--- src/bbc_pkg.sv ---
package bbc_pkg;

	localparam int NUM_SLOTS = 32;
	localparam int IDX_W     = $clog2(NUM_SLOTS);
	localparam int CNT_W     = $clog2(NUM_SLOTS + 1);
	localparam int TAG_W     = 48;

	typedef logic [2:0] kind_t;
	localparam kind_t KIND_GRANT   = 3'd0;
	localparam kind_t KIND_WB      = 3'd1;
	localparam kind_t KIND_BUSY    = 3'd2;
	localparam kind_t KIND_RELEASE = 3'd3;
	localparam kind_t KIND_BAD_PUT = 3'd4;

	localparam logic CMD_GET = 1'b0;
	localparam logic CMD_PUT = 1'b1;

	typedef struct packed {
		logic        cmd;
		logic [15:0] device;
		logic [31:0] block_number;
		logic [4:0]  slot_index;
		logic        mark_dirty;
	} req_t;

	typedef struct packed {
		kind_t       kind;
		logic [4:0]  out_slot;
		logic [15:0] out_device;
		logic [31:0] out_block;
		logic        needs_fill;
		logic        last;
	} rsp_t;

endpackage

--- src/bbc_ram.sv ---
module bbc_ram #(
	parameter int DEPTH = 32,
	parameter int WIDTH = 48
) (
	input  logic                     clk,
	input  logic                     we,
	input  logic [$clog2(DEPTH)-1:0] waddr,
	input  logic [WIDTH-1:0]         wdata,
	input  logic [$clog2(DEPTH)-1:0] raddr,
	output logic [WIDTH-1:0]         rdata
);

	logic [WIDTH-1:0] mem [DEPTH];

	always_ff @(posedge clk) begin
		if (we) begin
			mem[waddr] <= wdata;
		end
		rdata <= mem[raddr];
	end

endmodule

--- src/block_buffer_cache_lru_top.sv ---
// Buffer cache slot manager with least-recently-released reuse order.
//
// Request channel: a transaction is taken at a rising edge with start high
// and busy low. req.cmd selects get (lookup/claim by device and block) or
// put (release of a held slot, optionally marking it dirty).
// Result channel: rsp_valid marks rsp for exactly one cycle; the receiver
// cannot stall it. Every transaction yields one or more results, the final
// one carrying rsp.last.
// A put answers in the cycle after acceptance and busy stays low.
// A get runs a serial tag lookup through the tag RAM, one slot per cycle,
// and answers a hit once the matching slot has been checked; after the last
// slot a miss takes a victim, or answers busy if no slot is free. Each dirty
// victim first goes through a tag RAM read, then the write-back result,
// before the next victim is tried; the grant follows in the cycle after a clean victim is found.
// A new get or put is not taken until busy drops with the final result.
// Reset: all slots invalid, clean and free, free order 0..NUM_SLOTS-1.
// The tag RAM is not cleared; a tag only counts as a hit once its slot is valid.
module block_buffer_cache_lru_top (
	input  logic          clk,
	input  logic          arst_n,
	input  logic          start,
	output logic          busy,
	input  bbc_pkg::req_t req,
	output logic          rsp_valid,
	output bbc_pkg::rsp_t rsp
);
	import bbc_pkg::*;

	typedef enum logic [1:0] {S_IDLE, S_SRCH, S_VICT, S_WB} state_t;

	state_t               state_q;
	req_t                 req_q;
	logic [IDX_W-1:0]     cnt_q;
	logic                 chk_s1;
	logic [IDX_W-1:0]     idx_s1;
	logic [IDX_W-1:0]     victim_q;
	logic [NUM_SLOTS-1:0] valid_q, dirty_q, held_q;
	logic [IDX_W-1:0]     rank_q [NUM_SLOTS];
	logic [CNT_W-1:0]     count_q;
	logic                 rsp_valid_q;
	rsp_t                 rsp_q;

	// tag RAM
	logic               ram_we;
	logic [IDX_W-1:0]   ram_raddr;
	logic [TAG_W-1:0]   ram_rdata;
	logic [IDX_W-1:0]   vict_idx;

	bbc_ram #(.DEPTH(NUM_SLOTS), .WIDTH(TAG_W)) u_tags (
		.clk   (clk),
		.we    (ram_we),
		.waddr (vict_idx),
		.wdata ({req_q.device, req_q.block_number}),
		.raddr (ram_raddr),
		.rdata (ram_rdata)
	);

	// oldest free slot: free and at rank zero
	always_comb begin
		vict_idx = '0;
		for (int i = NUM_SLOTS - 1; i >= 0; i--) begin
			if (!held_q[i] && rank_q[i] == '0) begin
				vict_idx = IDX_W'(i);
			end
		end
	end

	logic accept, put_ok, hit, srch_end;
	logic [IDX_W-1:0] put_idx;

	assign accept    = start && !busy;
	assign put_idx   = IDX_W'(req.slot_index);
	assign put_ok    = (32'(req.slot_index) < NUM_SLOTS) && held_q[put_idx];
	assign hit       = chk_s1 && valid_q[idx_s1]
	                   && ram_rdata == {req_q.device, req_q.block_number};
	assign srch_end  = chk_s1 && idx_s1 == IDX_W'(NUM_SLOTS - 1);
	assign ram_raddr = (state_q == S_SRCH) ? cnt_q : vict_idx;
	assign ram_we    = (state_q == S_VICT) && !dirty_q[vict_idx];

	assign busy      = state_q != S_IDLE;
	assign rsp_valid = rsp_valid_q;
	assign rsp       = rsp_q;

	function automatic rsp_t mk_rsp(kind_t k, logic [IDX_W-1:0] s, logic [TAG_W-1:0] t,
	                                logic fill, logic lst);
		rsp_t r;
		r.kind       = k;
		r.out_slot   = 5'(s);
		r.out_device = t[TAG_W-1:32];
		r.out_block  = t[31:0];
		r.needs_fill = fill;
		r.last       = lst;
		return r;
	endfunction

	always_ff @(posedge clk or negedge arst_n) begin
		if (!arst_n) begin
			state_q     <= S_IDLE;
			cnt_q       <= '0;
			chk_s1      <= 1'b0;
			valid_q     <= '0;
			dirty_q     <= '0;
			held_q      <= '0;
			count_q     <= CNT_W'(NUM_SLOTS);
			rsp_valid_q <= 1'b0;
			for (int i = 0; i < NUM_SLOTS; i++) begin
				rank_q[i] <= IDX_W'(i);
			end
		end else begin
			rsp_valid_q <= 1'b0;
			case (state_q)
				S_IDLE: begin
					if (accept) begin
						req_q <= req;
						if (req.cmd == CMD_PUT) begin
							rsp_valid_q <= 1'b1;
							if (put_ok) begin
								held_q[put_idx] <= 1'b0;
								if (req.mark_dirty) begin
									dirty_q[put_idx] <= 1'b1;
								end
								rank_q[put_idx] <= IDX_W'(count_q);
								count_q         <= count_q + 1'b1;
								rsp_q <= mk_rsp(KIND_RELEASE, put_idx, '0, 1'b0, 1'b1);
							end else begin
								rsp_q <= mk_rsp(KIND_BAD_PUT, put_idx, '0, 1'b0, 1'b1);
							end
						end else begin
							cnt_q   <= '0;
							chk_s1  <= 1'b0;
							state_q <= S_SRCH;
						end
					end
				end
				S_SRCH: begin
					chk_s1 <= 1'b1;
					idx_s1 <= cnt_q;
					cnt_q  <= cnt_q + 1'b1;
					if (hit) begin
						rsp_valid_q <= 1'b1;
						state_q     <= S_IDLE;
						if (held_q[idx_s1]) begin
							rsp_q <= mk_rsp(KIND_BUSY, idx_s1, '0, 1'b0, 1'b1);
						end else begin
							for (int i = 0; i < NUM_SLOTS; i++) begin
								if (!held_q[i] && rank_q[i] > rank_q[idx_s1]) begin
									rank_q[i] <= rank_q[i] - 1'b1;
								end
							end
							held_q[idx_s1] <= 1'b1;
							count_q        <= count_q - 1'b1;
							rsp_q <= mk_rsp(KIND_GRANT, idx_s1, ram_rdata, 1'b0, 1'b1);
						end
					end else if (srch_end) begin
						if (count_q == '0) begin
							rsp_valid_q <= 1'b1;
							rsp_q       <= mk_rsp(KIND_BUSY, '0, '0, 1'b0, 1'b1);
							state_q     <= S_IDLE;
						end else begin
							state_q <= S_VICT;
						end
					end
				end
				S_VICT: begin
					victim_q <= vict_idx;
					if (dirty_q[vict_idx]) begin
						state_q <= S_WB;
					end else begin
						// tag write happens in this cycle through ram_we
						for (int i = 0; i < NUM_SLOTS; i++) begin
							if (!held_q[i] && IDX_W'(i) != vict_idx) begin
								rank_q[i] <= rank_q[i] - 1'b1;
							end
						end
						valid_q[vict_idx] <= 1'b1;
						held_q[vict_idx]  <= 1'b1;
						count_q           <= count_q - 1'b1;
						rsp_valid_q       <= 1'b1;
						rsp_q <= mk_rsp(KIND_GRANT, vict_idx,
						                {req_q.device, req_q.block_number}, 1'b1, 1'b1);
						state_q <= S_IDLE;
					end
				end
				S_WB: begin
					// victim tag now on ram_rdata; clean it and rotate to tail
					for (int i = 0; i < NUM_SLOTS; i++) begin
						if (!held_q[i] && IDX_W'(i) != victim_q) begin
							rank_q[i] <= rank_q[i] - 1'b1;
						end
					end
					rank_q[victim_q]  <= IDX_W'(count_q - 1'b1);
					dirty_q[victim_q] <= 1'b0;
					rsp_valid_q       <= 1'b1;
					rsp_q   <= mk_rsp(KIND_WB, victim_q, ram_rdata, 1'b0, 1'b0);
					state_q <= S_VICT;
				end
				default: state_q <= S_IDLE;
			endcase
		end
	end

endmodule

--- config.mk ---
export PLATFORM = sky130hd
export DESIGN_NAME = block_buffer_cache_lru_top
export DESIGN_NICKNAME = d
export VERILOG_FILES = /design/src/bbc_pkg.sv /design/src/bbc_ram.sv /design/src/block_buffer_cache_lru_top.sv
export SDC_FILE = /design/constraint.sdc
export NUM_CORES = 2
export LEC_CHECK = 0
export BUFFER_PORTS_ARGS = -buffer_cell sky130_fd_sc_hd__buf_2
export CORE_MARGIN = 10
export CORE_UTILIZATION = 35
export CTS_CLUSTER_SIZE = 8
export DETAILED_ROUTE_END_ITERATION = 10
export GPL_TIMING_DRIVEN = 0
export PLACE_DENSITY_LB_ADDON = 0.12
export SETUP_SLACK_MARGIN = 0.15
export SKIP_CTS_REPAIR_TIMING = 1
export SYNTH_ARGS = -nofsm -noshare
export SYNTH_HDL_FRONTEND = slang
export SYNTH_SLANG_ARGS = --single-unit
--- constraint.sdc ---
create_clock -name clk -period 12.7 [get_ports clk]
set_input_delay 0.635 -clock clk [delete_from_list [all_inputs] [get_ports clk]]
set_output_delay 0.635 -clock clk [all_outputs]
set_load 0.02 [all_outputs]
==> qor.yml <==
outcome:
  status: "complete, but fails checks"
  failed_checks: "max-capacitance violations, max-slew violations"
synth:
  synth_edf_count: 1652
  synth-main-ff-cell: "edfxtp_1"
  synth.avg_cell_area_um2: 14.3
  ys_ff_latch: 1971
  synth_nets: 6751
  async_flop_share_pct: 13.7
  ys_warn_count: 0
  synth.distinct_cells: 97
  postSynthCellCount: 6485
  synth_area_mm2: 0.0926
  ys_seq_area_share_pct: 62.1
global_routing:
  antenna_found_initial: 18
  grt-ovfl-total: 0
  grtUsageTotal_pct: 24.9
  grt_pass1_wl_mm: 506
  grt_start_max_net_pins: 86
  grt_pass1_vias: 62606
timing:
  fmax_ghz: 0.100
  worst_pin_slew_ns: 1.64
  slew_violations: 172
  hold_viol: 0
  rsz0062_at_grt: "no"
  tns_ns: 0
  finalSetupViolations: 0
  slew_headroom_pct: -9.45
  fin_crit_ns: 9.98
  period_share_pct: 78.6
  clock_skew_ns: 0.0851
critical_path:
  cp.required_ns: 13.47
  worstSetupStartpoint: "idx_s1[1]"
  worstSetupPathType: "reg2reg"
  crit_path_start_kind: "flip-flop"
  worstPathArrival_ns: 10.75
  crit_path_end_kind: "flip-flop"
  r2r-start: "idx_s1[1]"
  worstPathMaxFanout: 10
clocking:
  root_buffer: "clkbuf_16"
  path_clk_slew_ns: 0.06
  cts_tree: "done"
  cts_max_path_buffers: 4
  clock_latency_ns: 0.93
  clock_sinks: 1971
  cts_buffers: 300
  cts_max_level: 5
final_layout:
  final_nets: 7313
  final_cell_mix: "edfxtp_1 (1,652), nand2_1 (638), clkbuf_1 (477)"
  drive_above_1_share_pct: 20.1
  areaGrowthSynthToFinish_pct: 17.4
  fin_cells: 10727
  layout_commonest_cell: "edfxtp_1"
routing:
  antenna_left: 0
  dr.pass1.iters: 9
  drcViolationCount: 0
  vias: 63308
  drt-initial-drc-count: 7810
  drt-total-wl_mm: 368
  via_per_inst: 5.90
  wl_per_cell_um: 34.3
flow_run:
  maxCapViolations: 17
place:
  port_buffers: 117
  gp_congestion: 1.01
  placedCellCount: 10205
  dp_hpwl_mm: 259
floorplanning:
  chipHeight_um: 534
  dieArea_mm2: 0.285
  core-area_mm2: 0.263
  rows: 188
  initial_core_util_pct: 35.2
  ios: 118
  die_x_um: 534
hold_path:
  hp-start: "req[12]"
  holdCritPathClass: "in2reg"
-- flip-flops by register name, indices dropped and copies added (netlist names), 2 cells and up, named ones only --
name          flops
held_q           32
idx_s1            5
valid_q          32
u_tags.mem     1536
victim_q          5
dirty_q          32
state_q           2
u_tags.rdata     48
cnt_q             5
rsp              58
req_q            48
count_q           6
-- worst max-delay path: stages (launching register included) --
cell and delay [ns]:
edfxtp_1 0.32, clkbuf_1 0.64, clkbuf_1 1.21, buf_1 1.12, clkbuf_2 0.79, buf_2 0.70
mux4_2 0.44, a22oi_1 0.67, nand4_1 0.92, buf_8 0.44, buf_8 0.17, ha_1 0.18
nor2b_1 0.10, o21ai_0 0.08, nand2b_1 0.07, a21oi_1 0.06, nor2b_1 0.11, o221ai_1 0.24
a222oi_1 0.49, nand2_1 0.16, a311oi_4 0.55, mux2_4 0.35
-- metrics by stage --
stage / utilization [%] / setup slack (ns) / area, µm² / hold WS (ns)
finish: 41.4 / 2.72 / 109000 / 0.0320
floorplan: - / 6.43 / 92600 / 0.339
detailed placement: 37.9 / 3.05 / 99700 / 0.446
global placement: 37.1 / -0.390 / 97600 / 0.436
global route: 41.4 / 2.83 / 109000 / 0.000903
CTS: 41.1 / 3.06 / 108000 / -0.434
-- routing by layer --
metal	wire, µm	global-route usage, %	up-vias
li1	-	-	26351
met1	147000	32.2	32920
met2	171000	39.9	3103
met3	26700	4.63	926
met4	23600	13.4	8
met5	61	0	-
-- area by class of cell --
cell class	count	area, µm²
clock buffers	447	8240
plain buffers	451	1890
repair buffers	260	2970
inverters	134	508
diodes	7	17.5
flip-flops and latches	1971	57500
multi-input cells	3929	33100
fillers	24253	154000
well taps	3515	4400
clock inverters	13	148
-- final timing paths --
kind | end | slack [ns] | cells past startpoint
worst max-delay path | flip-flop | 2.72 | 21
worst min-delay path | req_q[12] | 0.03 | 1
worst max register to register | flip-flop | 2.72 | 21
worst min register to register | idx_s1[4] | 0.46 | 0
max in group asynchronous | asynchronous set/reset pin | 10.75 | 5
min in group asynchronous | asynchronous set/reset pin | 0.22 | 2
-- synthesized netlist by cell type (94+ instances only) --
cell      count  area [µm²]
mux4_2      448       10100
a22oi_1     139        1040
nor2_1      333        1250
inv_1       130         488
clkbuf_1    352        1320
ha_1        208        2600
nor2b_1     118         738
o22ai_1     190        1190
xnor2_1      94         823
xor2_1       97         850
edfxtp_1   1652       49600
dfrtp_1     190        4750
nand2_1     638        2390
nand3_1     195         976
o21ai_0     271        1360
a21oi_1     376        1880
-- kinds of logic after synthesis --
group	after synthesis	synth area share (%)
multiplexers	663	13.7
XOR/XNOR	191	1.81
AND/OR/NAND/NOR	1625	8.18
flip-flops	1971	62.1
buffers and inverters	585	2.57
adder cells (fa/ha/maj)	208	2.81
AO/OA/AOI/OAI	1242	8.85
Power is not shown: default switching activity piles up to over one toggle a cycle in this logic, so the estimate is an artifact.
